$ cat config.mk
export PLATFORM = sky130hd
export DESIGN_NAME = oversampled_serial_byte_receiver_flat
export DESIGN_NICKNAME = d
export VERILOG_FILES = /design/src/design/osbr_pkg.sv /design/src/design/osbr_if.sv /design/src/design/osbr_in_stage.sv /design/src/design/osbr_vote_lane.sv /design/src/design/osbr_out_reg.sv /design/src/design/oversampled_serial_byte_receiver.sv /design/src/flat_wrapper.sv
export SDC_FILE = /design/constraint.sdc
export NUM_CORES = 1
export LEC_CHECK = 0
export BUFFER_PORTS_ARGS = -buffer_cell sky130_fd_sc_hd__buf_4
export CELL_PAD_IN_SITES_DETAIL_PLACEMENT = 0
export CELL_PAD_IN_SITES_GLOBAL_PLACEMENT = 2
export CORE_ASPECT_RATIO = 1.25
export CORE_MARGIN = 4
export CORE_UTILIZATION = 33
export DETAILED_ROUTE_END_ITERATION = 7
export GPL_TIMING_DRIVEN = 1
export PLACE_DENSITY_LB_ADDON = 0.1
export RECOVER_POWER = 25
export SYNTH_ARGS = -nofsm -noshare
export SYNTH_HDL_FRONTEND = slang
export SYNTH_SLANG_ARGS = --single-unit
$ cat constraint.sdc
create_clock -name i_clk -period 9.05 [get_ports i_clk]
set_clock_uncertainty 0.15 [all_clocks]
set_input_delay 0.905 -clock i_clk [delete_from_list [all_inputs] [get_ports i_clk]]
set_output_delay 0.905 -clock i_clk [all_outputs]
set_load 0.01 [all_outputs]
$ cat src/design/osbr_pkg.sv
// Shared types and constants of the oversampled serial byte receiver.
package osbr_pkg;

    localparam int DATA_BITS  = 8;
    localparam int TICK_W     = 10;
    localparam int CNT_W      = 5;
    localparam int WIN_W      = 11;
    localparam int BYTE_W     = 8;
    localparam int FS_W       = 8;
    localparam int SPB_W      = 5;
    localparam int THR_W      = 5;
    localparam int CFG_IDX_W  = 2;
    localparam int CFG_DATA_W = 10;

    localparam logic [CNT_W-1:0]  CNT_MAX         = 5'd31;
    localparam logic [FS_W-1:0]   FIRST_SAMPLE_RST = 8'd12;
    localparam logic [SPB_W-1:0]  SPB_RST          = 5'd10;
    localparam logic [THR_W-1:0]  THR_RST          = 5'd4;
    localparam logic [TICK_W-1:0] FRAME_TICKS_RST  = 10'd117;

    typedef enum logic [CFG_IDX_W-1:0] {
        CFG_FIRST_SAMPLE    = 2'd0,
        CFG_SAMPLES_PER_BIT = 2'd1,
        CFG_VOTE_THRESHOLD  = 2'd2,
        CFG_FRAME_TICKS     = 2'd3
    } t_cfg_idx;

    // Per-sample control handed from the frame sequencer to every bit lane.
    typedef struct packed {
        logic              step;
        logic              done;
        logic              level;
        logic [TICK_W-1:0] tick;
    } t_lane_ctl;

endpackage

$ cat src/design/osbr_if.sv
// Channel interfaces: line samples in, received bytes out, register writes.
interface osbr_in_if;
    logic valid;
    logic ready;
    logic line_level;

    modport source (output valid, output line_level, input ready);
    modport sink (input valid, input line_level, output ready);
endinterface

interface osbr_out_if;
    logic                       valid;
    logic                       ready;
    logic [osbr_pkg::BYTE_W-1:0] rx_byte;

    modport source (output valid, output rx_byte, input ready);
    modport sink (input valid, input rx_byte, output ready);
endinterface

interface osbr_cfg_if;
    logic                           valid;
    logic                           ready;
    logic [osbr_pkg::CFG_IDX_W-1:0]  index;
    logic [osbr_pkg::CFG_DATA_W-1:0] data;

    modport source (output valid, output index, output data, input ready);
    modport sink (input valid, input index, input data, output ready);
endinterface

$ cat src/design/osbr_in_stage.sv
// Input register for line samples.
module osbr_in_stage (
    input  logic         i_clk,
    input  logic         i_rst_n,
    osbr_in_if.sink      i_in,
    input  logic         i_take,
    output logic         o_valid,
    output logic         o_level
);

    logic r_valid;
    logic n_valid;
    logic r_level;
    logic w_accept;

    assign i_in.ready = !r_valid || i_take;
    assign w_accept   = i_in.valid && i_in.ready;

    always_comb begin
        n_valid = r_valid;
        if (w_accept) begin
            n_valid = 1'b1;
        end else if (i_take) begin
            n_valid = 1'b0;
        end
    end

    always_ff @(posedge i_clk) begin
        if (!i_rst_n) begin
            r_valid <= 1'b0;
        end else begin
            r_valid <= n_valid;
        end
    end

    always_ff @(posedge i_clk) begin
        if (w_accept) begin
            r_level <= i_in.line_level;
        end
    end

    assign o_valid = r_valid;
    assign o_level = r_level;

endmodule

$ cat src/design/osbr_vote_lane.sv
// One data bit: window match, saturating high-sample count and vote.
module osbr_vote_lane #(
    parameter int BIT_IDX = 0
) (
    input  logic                          i_clk,
    input  logic                          i_rst_n,
    input  osbr_pkg::t_lane_ctl           i_ctl,
    input  logic [osbr_pkg::FS_W-1:0]     i_first_sample,
    input  logic [osbr_pkg::SPB_W-1:0]    i_samples_per_bit,
    input  logic [osbr_pkg::THR_W-1:0]    i_vote_threshold,
    output logic                          o_vote
);

    logic [osbr_pkg::WIN_W-1:0] w_start;
    logic [osbr_pkg::WIN_W-1:0] w_stop;
    logic [osbr_pkg::WIN_W-1:0] w_tick;
    logic                       w_hit;
    logic [osbr_pkg::CNT_W-1:0] w_counted;
    logic [osbr_pkg::CNT_W-1:0] r_cnt;
    logic [osbr_pkg::CNT_W-1:0] n_cnt;

    // Multiplication by the lane's own constant index.
    assign w_start = osbr_pkg::WIN_W'(i_first_sample)
                   + osbr_pkg::WIN_W'(BIT_IDX) * osbr_pkg::WIN_W'(i_samples_per_bit);
    assign w_stop  = w_start + osbr_pkg::WIN_W'(i_samples_per_bit);
    assign w_tick  = osbr_pkg::WIN_W'(i_ctl.tick);
    assign w_hit   = (w_tick >= w_start) && (w_tick < w_stop);

    assign w_counted = (i_ctl.level && w_hit && (r_cnt != osbr_pkg::CNT_MAX))
                     ? r_cnt + osbr_pkg::CNT_W'(1) : r_cnt;

    // The vote includes the sample of this beat, which matters on the last tick.
    assign o_vote = w_counted > i_vote_threshold;

    always_comb begin
        n_cnt = r_cnt;
        if (i_ctl.step) begin
            n_cnt = i_ctl.done ? '0 : w_counted;
        end
    end

    always_ff @(posedge i_clk) begin
        if (!i_rst_n) begin
            r_cnt <= '0;
        end else begin
            r_cnt <= n_cnt;
        end
    end

endmodule

$ cat src/design/osbr_out_reg.sv
// Output register that holds a received byte until the sink takes it.
module osbr_out_reg (
    input  logic                        i_clk,
    input  logic                        i_rst_n,
    input  logic                        i_load,
    input  logic [osbr_pkg::BYTE_W-1:0] i_byte,
    osbr_out_if.source                  o_out,
    output logic                        o_can_load
);

    logic                        r_valid;
    logic                        n_valid;
    logic [osbr_pkg::BYTE_W-1:0] r_byte;

    assign o_can_load = !r_valid || o_out.ready;

    always_comb begin
        n_valid = r_valid;
        if (i_load) begin
            n_valid = 1'b1;
        end else if (o_out.ready) begin
            n_valid = 1'b0;
        end
    end

    always_ff @(posedge i_clk) begin
        if (!i_rst_n) begin
            r_valid <= 1'b0;
        end else begin
            r_valid <= n_valid;
        end
    end

    always_ff @(posedge i_clk) begin
        if (i_load) begin
            r_byte <= i_byte;
        end
    end

    assign o_out.valid   = r_valid;
    assign o_out.rx_byte = r_byte;

endmodule

$ cat src/design/oversampled_serial_byte_receiver.sv
// An accepted sample is held in the input register and processed when it advances; a frame's
// byte is loaded into the output register as its last sample advances and is shown on o_out.
// Throughput: one line sample per cycle, set by the single registered pass through
// the bit lanes; while a byte waits, samples still go in but a frame's last one stalls.
// Reset (synchronous, active low) returns to idle, clears counts and restores defaults.
module oversampled_serial_byte_receiver #(
    parameter int DATA_BITS = osbr_pkg::DATA_BITS
) (
    input  logic        i_clk,
    input  logic        i_rst_n,
    osbr_in_if.sink     i_in,
    osbr_out_if.source  o_out,
    osbr_cfg_if.sink    i_cfg
);

    logic [osbr_pkg::FS_W-1:0]   r_first_sample;
    logic [osbr_pkg::SPB_W-1:0]  r_samples_per_bit;
    logic [osbr_pkg::THR_W-1:0]  r_vote_threshold;
    logic [osbr_pkg::TICK_W-1:0] r_frame_ticks;

    logic                        r_busy;
    logic                        n_busy;
    logic [osbr_pkg::TICK_W-1:0] r_tick;
    logic [osbr_pkg::TICK_W-1:0] n_tick;

    logic                        w_in_valid;
    logic                        w_level;
    logic                        w_active;
    logic [osbr_pkg::TICK_W-1:0] w_last;
    logic                        w_done;
    logic                        w_can_load;
    logic                        w_advance;
    osbr_pkg::t_lane_ctl         w_ctl;
    logic [DATA_BITS-1:0]        w_vote;
    logic [osbr_pkg::BYTE_W-1:0] w_byte;

    // Register writes
    assign i_cfg.ready = 1'b1;

    always_ff @(posedge i_clk) begin
        if (!i_rst_n) begin
            r_first_sample    <= osbr_pkg::FIRST_SAMPLE_RST;
            r_samples_per_bit <= osbr_pkg::SPB_RST;
            r_vote_threshold  <= osbr_pkg::THR_RST;
            r_frame_ticks     <= osbr_pkg::FRAME_TICKS_RST;
        end else if (i_cfg.valid) begin
            case (osbr_pkg::t_cfg_idx'(i_cfg.index))
                osbr_pkg::CFG_FIRST_SAMPLE: begin
                    r_first_sample <= osbr_pkg::FS_W'(i_cfg.data);
                end
                osbr_pkg::CFG_SAMPLES_PER_BIT: begin
                    r_samples_per_bit <= osbr_pkg::SPB_W'(i_cfg.data);
                end
                osbr_pkg::CFG_VOTE_THRESHOLD: begin
                    r_vote_threshold <= osbr_pkg::THR_W'(i_cfg.data);
                end
                osbr_pkg::CFG_FRAME_TICKS: begin
                    r_frame_ticks <= i_cfg.data;
                end
                default: begin
                end
            endcase
        end
    end

    osbr_in_stage u_in_stage (
        .i_clk   (i_clk),
        .i_rst_n (i_rst_n),
        .i_in    (i_in),
        .i_take  (w_advance),
        .o_valid (w_in_valid),
        .o_level (w_level)
    );

    // A high sample while idle belongs to no frame and is dropped.
    assign w_active  = r_busy || !w_level;
    assign w_last    = r_frame_ticks - osbr_pkg::TICK_W'(1);
    assign w_done    = w_active && (r_tick == w_last);
    assign w_advance = w_in_valid && (!w_done || w_can_load);

    // Tick and counts are zero while idle, so a start sample needs no clearing.
    assign w_ctl.step  = w_advance && w_active;
    assign w_ctl.done  = w_done;
    assign w_ctl.level = w_level && r_busy;
    assign w_ctl.tick  = r_tick;

    always_comb begin
        n_busy = r_busy;
        n_tick = r_tick;
        if (w_ctl.step) begin
            if (w_done) begin
                n_busy = 1'b0;
                n_tick = '0;
            end else begin
                n_busy = 1'b1;
                n_tick = r_tick + osbr_pkg::TICK_W'(1);
            end
        end
    end

    always_ff @(posedge i_clk) begin
        if (!i_rst_n) begin
            r_busy <= 1'b0;
            r_tick <= '0;
        end else begin
            r_busy <= n_busy;
            r_tick <= n_tick;
        end
    end

    for (genvar k = 0; k < DATA_BITS; k++) begin : g_lane
        osbr_vote_lane #(
            .BIT_IDX (k)
        ) u_lane (
            .i_clk             (i_clk),
            .i_rst_n           (i_rst_n),
            .i_ctl             (w_ctl),
            .i_first_sample    (r_first_sample),
            .i_samples_per_bit (r_samples_per_bit),
            .i_vote_threshold  (r_vote_threshold),
            .o_vote            (w_vote[k])
        );
    end

    // Bits beyond the byte are counted but not delivered.
    for (genvar b = 0; b < osbr_pkg::BYTE_W; b++) begin : g_byte
        if (b < DATA_BITS) begin : g_used
            assign w_byte[b] = w_vote[b];
        end else begin : g_zero
            assign w_byte[b] = 1'b0;
        end
    end

    osbr_out_reg u_out_reg (
        .i_clk      (i_clk),
        .i_rst_n    (i_rst_n),
        .i_load     (w_advance && w_done),
        .i_byte     (w_byte),
        .o_out      (o_out),
        .o_can_load (w_can_load)
    );

`ifndef SYNTHESIS
    a_idle_tick_zero : assert property (@(posedge i_clk) disable iff (!i_rst_n)
        !r_busy |-> (r_tick == '0))
        else $error("tick index nonzero while idle");

    a_done_loads_out : assert property (@(posedge i_clk) disable iff (!i_rst_n)
        (w_advance && w_done) |=> (o_out.valid && !r_busy))
        else $error("frame end did not present a byte");

    a_held_sample : assert property (@(posedge i_clk) disable iff (!i_rst_n)
        (w_in_valid && !w_advance) |=> (w_in_valid && $stable(w_level)))
        else $error("stalled sample lost");

    a_stall_only_on_done : assert property (@(posedge i_clk) disable iff (!i_rst_n)
        (w_in_valid && !w_advance) |-> (w_done && o_out.valid))
        else $error("sample stalled without a waiting byte");
`endif

endmodule

$ cat src/flat_wrapper.sv
// flat-port wrapper written by rule: the top's interface ports become plain ports
module oversampled_serial_byte_receiver_flat 
#(
    parameter int DATA_BITS = osbr_pkg::DATA_BITS
)
  (i_clk, i_rst_n, i_in_valid, i_in_line_level, i_in_ready, o_out_valid, o_out_rx_byte, o_out_ready, i_cfg_valid, i_cfg_index, i_cfg_data, i_cfg_ready);
  osbr_in_if i_in_i ();
  osbr_out_if o_out_i ();
  osbr_cfg_if i_cfg_i ();
  input  logic i_clk;
  input  logic i_rst_n;
  input wire logic [$bits(i_in_i.valid)-1:0] i_in_valid;
  input wire logic [$bits(i_in_i.line_level)-1:0] i_in_line_level;
  output wire logic [$bits(i_in_i.ready)-1:0] i_in_ready;
  output wire logic [$bits(o_out_i.valid)-1:0] o_out_valid;
  output wire logic [$bits(o_out_i.rx_byte)-1:0] o_out_rx_byte;
  input wire logic [$bits(o_out_i.ready)-1:0] o_out_ready;
  input wire logic [$bits(i_cfg_i.valid)-1:0] i_cfg_valid;
  input wire logic [$bits(i_cfg_i.index)-1:0] i_cfg_index;
  input wire logic [$bits(i_cfg_i.data)-1:0] i_cfg_data;
  output wire logic [$bits(i_cfg_i.ready)-1:0] i_cfg_ready;
  assign i_in_i.valid = i_in_valid;
  assign i_in_i.line_level = i_in_line_level;
  assign i_in_ready = i_in_i.ready;
  assign o_out_valid = o_out_i.valid;
  assign o_out_rx_byte = o_out_i.rx_byte;
  assign o_out_i.ready = o_out_ready;
  assign i_cfg_i.valid = i_cfg_valid;
  assign i_cfg_i.index = i_cfg_index;
  assign i_cfg_i.data = i_cfg_data;
  assign i_cfg_ready = i_cfg_i.ready;
  oversampled_serial_byte_receiver #(.DATA_BITS(DATA_BITS)) u_core (.i_clk(i_clk), .i_rst_n(i_rst_n), .i_in(i_in_i), .o_out(o_out_i), .i_cfg(i_cfg_i));
endmodule
==> results.sh, run 1 <==
export IMPL_tns_ns=0
export IMPL_power_leakage_uw=0.005953
export IMPL_synth_top_cells_by_count="256 x ha_1, 106 x inv_1, 93 x a21oi_1, 81 x dfxtp_1, 75 x xnor2_1"
export IMPL_regArea_um2=1892
export IMPL_netlist_area_um2=11530
export IMPL_slew_headroom=-0.1735
export IMPL_rsz0062_at_grt="no"
export IMPL_drt_first_pass_iters=4
export IMPL_met2_usage=0.3413
export IMPL_nFillCells=3640
export IMPL_rr_worst_depth=24
export IMPL_synth_top_cell_by_area="ha_1"
export IMPL_netlist_instances=1328
export IMPL_cpMaxStageDelayCell="dfxtp_1"
export IMPL_viasPerCell=5.232
export IMPL_syn_to_final_growth_pct=9.275
export IMPL_yosysMostFrequentCell="ha_1"
export IMPL_wl_um=35700
export IMPL_dr_total_vias=9590
export IMPL_crit_chain="inv_1, fa_1, fa_1, inv_1, ha_1, a21oi_1, xnor2_1, ha_1, nand2_1, o21ai_0, nand2_1, or4_1, ha_1, a211o_1, nor4_2, buf_4, mux2_2, ha_1, nor2b_1, o21a_1, o21ai_0, nand2b_1, a21oi_1, a31oi_1"
export IMPL_cts_sinks=90
export IMPL_finalSetupViolations=0
export IMPL_drtIter0Drc=366
export IMPL_timing_critical_path_buf_inv=3
export IMPL_whs_path_depth=2
export IMPL_wire_per_inst_um=19.48
export IMPL_final_area_um2=12600
export IMPL_gr_usage_met1=0.2441
export IMPL_post_dp_hpwl_um=27880
export IMPL_hold_viol_final=0
export IMPL_drc_errors=0
export IMPL_clk_latency_ns=0.37
export IMPL_grt_pass1_wl_um=55720
export IMPL_ant_nets=0
export IMPL_ctsRootBufferMaster="clkbuf_16"
export IMPL_cp_top_family="adder cells"
export IMPL_r2r_start="u_core.r_samples_per_bit[1]"
export IMPL_cp_end_kind="flop"
export IMPL_n_antenna_cell=0
export IMPL_die_x_um=175.2
export IMPL_multi_input_area_um2=9128
export IMPL_worst_pin_slew_ns=1.756
export IMPL_grt_pass1_vias=9870
export IMPL_grt_use_met3=0.01668
export IMPL_hp_start="u_core.r_frame_ticks[9]"
export IMPL_die_y_um=217.0
export IMPL_grt_overflow_total=0
export IMPL_hold_class="flop to flop"
export IMPL_async_reset_ff_frac=0
export IMPL_drive_above_1_share=0.06740
export IMPL_htreeDepth=3
export IMPL_busiest_layer="met2"
export IMPL_antenna_found_initial=0
export IMPL_cts_resized=0
export IMPL_coreArea_um2=34520
export IMPL_rows=76
export IMPL_start_util=0.3341
export IMPL_r2r_end="u_core.u_out_reg.o_out.rx_byte[7]"
export IMPL_synth_area_per_cell_um2=8.685
export IMPL_status="finished with violations"
export IMPL_post_dp_cell_area_um2=12350
export IMPL_violations="capacitance limit, slew limit"
export IMPL_powerDensity_nw_per_um2=110.5
export IMPL_path_max_fanout=18
export IMPL_worst_ep_arrival_time_ns=7.08
export IMPL_clock_path_buffers=2
export IMPL_path_common_cell="ha_1"
export IMPL_synth_edf_count=9
export IMPL_path_clk_slew_ns=0.07
export IMPL_dieArea_um2=38020
export IMPL_dominantRegCellSynth="dfxtp_1"
export IMPL_post_route_period_util=0.7868
export IMPL_clock_fmax_mhz=140.4
export IMPL_yosysSeqAreaShare=0.1640
export IMPL_netlist_area_leader_share=0.2777
export IMPL_cap_violations=2
export IMPL_postCtsHoldBufs=0
export IMPL_synth_area_top_cells="ha_1 28%, dfxtp_1 14%, xnor2_1 5.7%"
export IMPL_cts_tree="done"
export IMPL_ios=29
export IMPL_layout_nets=1658
export IMPL_max_stage_delay_ns=0.91
export IMPL_criticalPathCategory="flop to flop"
export IMPL_cts_made_buffers=9
export IMPL_ys_seq_elements=90
export IMPL_synth_distinct_cells=69
export IMPL_min_to="u_core.r_frame_ticks[9]"
export IMPL_worst_endpoint_required_ns=9.01
export IMPL_cts_setup_buffers=0
export IMPL_grt_max_degree=33
export IMPL_port_buffers=27
export IMPL_grtUsageTotal=0.1903
export IMPL_rrSetupSlack_ns=1.93
export IMPL_critPathLaunchType="flop"
export IMPL_ir_drop_uv=90.67
export IMPL_routabilityCongestion=0.7856
export IMPL_min_period_ns=7.121
export IMPL_drv_slew=41
export IMPL_yosysWarnings=0
power by group:
part           switching [uW]  total (uW)  internal (uW)  leakage, uW
clock                     181         399            218     0.000148
sequential               15.5         424            408     0.000730
combinational             320         569            250      0.00507
total                     517        1390            876      0.00595
metrics by stage:
stage	setup slack (ns)	total power (uW)	util	instances	hold slack, ns
6_report	1.929	1392	0.3651	1833	0.3372
5_1_grt	1.341	1514	0.3651	1833	0.3482
4_1_cts	1.824	1420	0.3665	1833	0.3330
3_5_place_dp	1.830	1008	0.3578	1817	0.3172
3_3_place_gp	1.910	1008	0.3578	1817	0.3164
2_1_floorplan	2.450	876.3	-	1331	0.2996
state kept, by name, summed over array words and instances, names as in the netlist:
register	count
u_core.u_in_stage.o_valid	1
u_core.u_out_reg.o_out.rx_byte	8
u_core.r_first_sample	8
u_core.r_tick	10
u_core.r_vote_threshold	5
u_core.u_in_stage.o_level	1
u_core.u_out_reg.o_out.valid	1
u_core.r_samples_per_bit	5
u_core.g_lane.u_lane.r_cnt	40
u_core.r_busy	1
u_core.r_frame_ticks	10
layout by cell type (no fill, tap or decap), types with 10 or more instances in the layout:
cell type  instances
a22o_1            29
nand2b_1          21
xor2_1            39
inv_1            106
nand2_1           69
mux2_2            20
fa_1              24
nor2_1            61
o21ai_0           57
nor3_1            20
and3_1            27
a21oi_1           93
o21bai_1          21
a31oi_1           30
dfxtp_1           81
o21a_1            23
clkbuf_1          12
nand4_1           10
xnor2_1           75
o211ai_1          13
nand3_1           29
ha_1             256
buf_4             33
nor2b_1           29
a211oi_1          14
a21o_1            37
worst max path at each step:
stage,startpoint,end,cells past startpoint,slack (ns)
global placement,u_core.r_samples_per_bit[1],u_core.u_out_reg.o_out.rx_byte[7],24,1.91
detailed placement,u_core.r_samples_per_bit[1],u_core.u_out_reg.o_out.rx_byte[7],24,1.83
floorplan,u_core.r_samples_per_bit[1],u_core.u_out_reg.o_out.rx_byte[7],24,2.45
CTS,u_core.r_samples_per_bit[1],u_core.u_out_reg.o_out.rx_byte[7],24,1.82
global route,u_core.r_samples_per_bit[1],u_core.u_out_reg.o_out.rx_byte[7],24,1.34
finish,u_core.r_samples_per_bit[1],u_core.u_out_reg.o_out.rx_byte[7],24,1.93
worst register-to-register path, stage by stage, from the launching register on:
cell and delay (ns):
dfxtp_1 0.91, inv_1 0.39, fa_1 0.59, fa_1 0.54
inv_1 0.04, ha_1 0.32, a21oi_1 0.21, xnor2_1 0.14
ha_1 0.31, nand2_1 0.05, o21ai_0 0.24, nand2_1 0.10
or4_1 0.44, ha_1 0.31, a211o_1 0.31, nor4_2 0.22
buf_4 0.24, mux2_2 0.36, ha_1 0.28, nor2b_1 0.13
o21a_1 0.15, o21ai_0 0.15, nand2b_1 0.08, a21oi_1 0.14
a31oi_1 0.05
logic make-up (layout without fill, tap and decap cells):
group,count (synthesis),in the layout,share of synthesized area
multiplexers,29,29,0.02734
XOR/XNOR,114,114,0.08657
buffers and inverters,134,168,0.04697
AO/OA/AOI/OAI,370,370,0.2154
AND/OR/NAND/NOR,308,308,0.1382
adder cells (fa/ha/maj),282,282,0.3211
flip-flops,90,90,0.1640
other,1,4,0.0003251
cell type report:
cell class / instances / share of cell area
clock buffers: 10 / 0.01817
inverters: 107 / 0.03187
multi-input cells: 1107 / 0.7242
well taps: 468 / 0.04646
clock inverters: 6 / 0.005659
flip-flops and latches: 90 / 0.1501
repair buffers: 45 / 0.02353
per-layer routing:
layer	up-vias	part of all wire
met1	4557	0.47
met3	29	0.016
met2	68	0.49
li1	4936	-
met4	0	0.021
met5	-	0
Power figures use the tool's default switching activity.
==> run 2: changes to the inputs <==
- clock period: 9.05 -> 6.26 ns (I/O delays scaled with it)
==> results.sh, run 2 (synthesis gave the netlist of run 1 again) <==
export IMPL_cpMaxStageDelayCell="or4_1"
export IMPL_n_antenna_cell=0
export IMPL_ctsRootBufferMaster="clkbuf_16"
export IMPL_r2r_start="u_core.r_samples_per_bit[1]"
export IMPL_whs_ns=0.3159
export IMPL_largest_reg_flops=40
export IMPL_max_stage_delay_ns=0.54
export IMPL_grt_pass1_wl_um=56870
export IMPL_antenna_found_initial=1
export IMPL_ios=29
export IMPL_clock_fmax_mhz=169.9
export IMPL_top_register="u_core.g_lane.u_lane.r_cnt"
export IMPL_syn_to_final_growth_pct=11.68
export IMPL_hp_start="i_in_line_level"
export IMPL_r2r_end="u_core.u_out_reg.o_out.rx_byte[5]"
export IMPL_whs_path_depth=1
export IMPL_top_regs="u_core.g_lane.u_lane.r_cnt: 40 flops, u_core.r_frame_ticks: 10 flops, u_core.r_tick: 10 flops"
export IMPL_timing_critical_path_buf_inv=2
export IMPL_worst_ep_arrival_time_ns=5.85
export IMPL_coreArea_um2=34520
export IMPL_final_area_um2=12880
export IMPL_cts_setup_buffers=0
export IMPL_rr_worst_depth=22
export IMPL_grt_pass1_vias=9927
export IMPL_drv_slew=52
export IMPL_clock_path_buffers=2
export IMPL_die_x_um=175.2
export IMPL_drt_first_pass_iters=5
export IMPL_die_y_um=217.0
export IMPL_tns_ns=0
export IMPL_path_clk_slew_ns=0.07
export IMPL_cts_resized=0
export IMPL_cts_tree="done"
export IMPL_grt_max_degree=40
export IMPL_post_dp_cell_area_um2=12520
export IMPL_critPathLaunchType="flop"
export IMPL_finalSetupViolations=0
export IMPL_path_common_cell="ha_1"
export IMPL_wl_um=36020
export IMPL_grt_overflow_total=0
export IMPL_ir_drop_uv=140.0
export IMPL_cap_violations=2
export IMPL_hold_viol_final=0
export IMPL_rrSetupSlack_ns=0.38
export IMPL_cts_sinks=90
export IMPL_grtUsageTotal=0.1926
export IMPL_min_to="u_core.u_in_stage.o_level"
export IMPL_port_buffers=27
export IMPL_min_period_ns=5.885
export IMPL_mostFrequentLayoutCell="ha_1"
export IMPL_cp_end_kind="flop"
export IMPL_postCtsHoldBufs=0
export IMPL_post_route_period_util=0.9401
export IMPL_viasPerCell=5.203
export IMPL_htreeDepth=3
export IMPL_power_leakage_uw=0.006089
export IMPL_post_dp_hpwl_um=28540
export IMPL_hold_class="input pin to flop"
export IMPL_violations="capacitance limit, slew limit"
export IMPL_drc_errors=0
export IMPL_wire_per_inst_um=19.44
export IMPL_ant_nets=0
export IMPL_status="finished with violations"
export IMPL_rsz0062_at_grt="no"
export IMPL_nFillCells=3612
export IMPL_criticalPathCategory="flop to flop"
export IMPL_dieArea_um2=38020
export IMPL_layout_nets=1678
export IMPL_powerDensity_nw_per_um2=159.5
export IMPL_worst_pin_slew_ns=1.628
export IMPL_dr_total_vias=9641
export IMPL_drtIter0Drc=416
export IMPL_final_util=0.3732
export IMPL_cp_top_family="adder cells"
export IMPL_worst_endpoint_required_ns=6.22
export IMPL_clk_latency_ns=0.37
export IMPL_crit_chain="buf_6, ha_1, fa_1, ha_1, xor2_1, ha_1, inv_1, o21bai_1, a21oi_1, or3_1, or3_1, ha_1, or4_1, a211oi_2, mux2_2, ha_1, nor2b_1, o21a_1, o21ai_0, nand2b_1, a21oi_1, a31oi_1"
export IMPL_slew_headroom=-0.08511
export IMPL_start_util=0.3341
export IMPL_path_max_fanout=14
export IMPL_rows=76
export IMPL_routabilityCongestion=0.7918
export IMPL_p_total_uw=2054
export IMPL_cts_made_buffers=9
export IMPL_mostFrequentLayoutCells="253 x ha_1, 106 x inv_1, 90 x a21oi_1, 77 x dfxtp_1, 73 x xnor2_1"
export IMPL_drive_above_1_share=0.09675
[run 2: through the flow]
step / std cells / setup WS [ns]
final: 1853 / 0.3750
after global routing: 1853 / 0.0008518
after CTS: 1853 / 0.08318
after detailed placement: 1837 / 0.1149
after global placement: 1837 / 0.1040
after floorplan: 1331 / 0.1053
[run 2: worst max-delay path by stage]
stage / from / endpoint / slack [ns] / depth (start not counted)
floorplan: u_core.r_samples_per_bit[1] / u_core.u_out_reg.o_out.rx_byte[7] / 0.11 / 24
global placement: u_core.r_samples_per_bit[1] / u_core.u_out_reg.o_out.rx_byte[7] / 0.10 / 24
detailed placement: u_core.r_samples_per_bit[1] / u_core.u_out_reg.o_out.rx_byte[7] / 0.11 / 24
CTS: u_core.r_samples_per_bit[1] / u_core.u_out_reg.o_out.rx_byte[7] / 0.08 / 24
global route: u_core.r_first_sample[2] / u_core.u_out_reg.o_out.rx_byte[3] / 0.0009 / 23
finish: u_core.r_samples_per_bit[1] / u_core.u_out_reg.o_out.rx_byte[5] / 0.38 / 22
[run 2: area by class of cell]
class	instances	area (um^2)	area share
multi-input cells	1107	9216	0.7155
clock inverters	2	15.01	0.001166
flip-flops and latches	90	1899	0.1475
well taps	468	585.6	0.04546
inverters	107	401.6	0.03118
repair buffers	65	478.0	0.03711
clock buffers	14	285.3	0.02215
[run 2: worst register-to-register path: cells and delay by family, from the launching register on]
family                   cells  cell delay (ns)
AO/OA/AOI/OAI                7             1.00
AND/OR/NAND/NOR              5             1.42
adder cells (fa/ha/maj)      6             1.93
XOR/XNOR                     1             0.17
buffers and inverters        2             0.23
flip-flops                   1             0.37
multiplexers                 1             0.37
[run 2: routing by layer]
metal | up-vias | global-route usage | routed length, um
met2 | 52 | 0.3555 | 18570
met4 | 2 | 0.03773 | 418
met3 | 22 | 0.01946 | 499
li1 | 4963 | - | -
met1 | 4602 | 0.2435 | 16520
met5 | - | 0 | 13
[run 2: power breakdown]
group          switching (uW)  total, uW  internal, uW
combinational             488        875           386
sequential               15.2        605           590
clock                     257        575           318
==> run 3: changes to the inputs <==
- CORE_MARGIN: 4 -> unset
==> results.sh, run 3 (synthesis gave the netlist of run 1 again) <==
export IMPL_drt_first_pass_iters=4
export IMPL_post_route_period_util=0.9457
export IMPL_clock_fmax_mhz=168.9
export IMPL_grtUsageTotal=0.2104
export IMPL_wl_um=35710
export IMPL_drv_slew=41
export IMPL_top_register="u_core.g_lane.u_lane.r_cnt"
export IMPL_largest_reg_flops=40
export IMPL_critPathCapture="u_core.u_out_reg.o_out.rx_byte[7]"
export IMPL_power_leakage_uw=0.006070
export IMPL_worst_ep_arrival_time_ns=5.88
export IMPL_htreeDepth=3
export IMPL_r2r_start="u_core.r_samples_per_bit[2]"
export IMPL_hold_viol_final=0
export IMPL_violations="capacitance limit, slew limit"
export IMPL_cts_sinks=90
export IMPL_drc_errors=0
export IMPL_antenna_found_initial=0
export IMPL_clk_latency_ns=0.37
export IMPL_routabilityCongestion=0.7940
export IMPL_grt_overflow_total=0
export IMPL_path_max_fanout=6
export IMPL_post_dp_hpwl_um=28310
export IMPL_placed_cells_incl_taps=1835
export IMPL_path_clk_slew_ns=0.07
export IMPL_mostFrequentLayoutCell="ha_1"
export IMPL_worst_pin_slew_ns=1.836
export IMPL_die_x_um=169.2
export IMPL_postCtsHoldBufs=0
export IMPL_port_buffers=27
export IMPL_fin_cells=1851
export IMPL_rows=76
export IMPL_top_regs="u_core.g_lane.u_lane.r_cnt: 40 flops, u_core.r_frame_ticks: 10 flops, u_core.r_tick: 10 flops"
export IMPL_ant_nets=0
export IMPL_viasPerCell=5.218
export IMPL_cts_made_buffers=9
export IMPL_dieArea_um2=35710
export IMPL_die_y_um=211.0
export IMPL_grt_pass1_wl_um=56500
export IMPL_whs_path_depth=1
export IMPL_layout_nets=1676
export IMPL_finalSetupViolations=0
export IMPL_r2r_end="u_core.u_out_reg.o_out.rx_byte[7]"
export IMPL_ir_drop_uv=135.8
export IMPL_ctsRootBufferMaster="clkbuf_16"
export IMPL_nFillCells=3685
export IMPL_wire_per_inst_um=19.29
export IMPL_drive_above_1_share=0.09328
export IMPL_n_antenna_cell=0
export IMPL_ios=29
export IMPL_clock_path_buffers=2
export IMPL_cts_tree="done"
export IMPL_criticalPathCategory="flop to flop"
export IMPL_rrSetupSlack_ns=0.34
export IMPL_coreArea_um2=34420
export IMPL_syn_to_final_growth_pct=11.45
export IMPL_critPathLaunchType="flop"
export IMPL_rsz0062_at_grt="yes"
export IMPL_drtIter0Drc=358
export IMPL_startpoint="u_core.r_samples_per_bit[2]"
export IMPL_tns_ns=0
export IMPL_status="finished with violations"
export IMPL_start_util=0.3351
export IMPL_grt_max_degree=38
export IMPL_rr_worst_depth=24
export IMPL_hold_class="input pin to flop"
export IMPL_mostFrequentLayoutCells="253 x ha_1, 106 x inv_1, 88 x a21oi_1, 77 x dfxtp_1, 72 x xnor2_1"
export IMPL_grt_pass1_vias=9803
export IMPL_powerDensity_nw_per_um2=158.7
export IMPL_cap_violations=2
export IMPL_worst_endpoint_required_ns=6.22
export IMPL_cp_end_kind="flop"
export IMPL_whs_ns=0.3089
export IMPL_slew_headroom=-0.2267
export IMPL_final_util=0.3734
export IMPL_dr_total_vias=9658
export IMPL_min_period_ns=5.920
-- run 3: what timing repair did --
item | 4_1_cts | 5_1_grt
setup buffers | 0 | 0
resized for setup | 0 | 25
setup endpoints to repair | 0 | 4
-- run 3: per-layer routing --
metal  GRT usage  vias to the layer above  wire, um
li1            -                     4964         -
met2      0.3682                       85     17500
met1      0.2692                     4571     16670
met3     0.02024                       38       702
met4     0.06897                        0       841
met5           0                        -         0
-- run 3: final cells by class --
| class | count | area [um^2] | share of cell area |
|---|---|---|---|
| Clock inverter | 5 | 35.03 | 0.002726 |
| Inverter | 107 | 401.6 | 0.03125 |
| Clock buffer | 11 | 242.7 | 0.01888 |
| Multi-Input combinational cell | 1107 | 9235 | 0.7185 |
| Timing Repair Buffer | 63 | 451.7 | 0.03514 |
| Sequential cell | 90 | 1902 | 0.1480 |
| Tap cell | 468 | 585.6 | 0.04556 |
-- run 3: per-stage QoR --
stage               power, uW  instance area, um^2  setup WS [ns]
floorplan                1267                11550         0.1053
global placement         1472                12500        0.08984
detailed placement       1472                12500        0.07028
CTS                      2046                12780        0.02983
global route             2207                12850       -0.02145
finish                   2040                12850         0.3399
-- run 3: report_power, final --
part           internal, uW  switching [uW]  total (uW)
logic                   390             490         881
clock network           284             272         555
registers               589            14.7         604
total                  1260             776        2040
-- run 3: critical path, stage by stage, from the launching register on --
cell	delay, ns
dfxtp_4	0.37
fa_1	0.49
xor2_1	0.18
ha_1	0.31
ha_1	0.30
a21o_1	0.21
a21oi_4	0.15
xnor2_2	0.10
ha_1	0.30
nand2_1	0.07
o21ai_2	0.17
nand2_1	0.09
or4_1	0.43
ha_1	0.31
a211o_1	0.30
nor4_2	0.25
buf_4	0.18
mux2_2	0.33
ha_1	0.29
nor2b_1	0.13
o21a_1	0.16
o21ai_1	0.11
nand2b_1	0.07
a21oi_1	0.14
a31oi_1	0.07
-- run 3: worst min path at each step --
stage | startpoint | to
after floorplan | u_core.r_frame_ticks[9] | u_core.r_frame_ticks[9]
after global placement | u_core.r_frame_ticks[9] | u_core.r_frame_ticks[9]
after detailed placement | u_core.r_frame_ticks[9] | u_core.r_frame_ticks[9]
after CTS | i_in_line_level | u_core.u_in_stage.o_level
after global routing | i_in_line_level | u_core.u_in_stage.o_level
final | i_in_line_level | u_core.u_in_stage.o_level
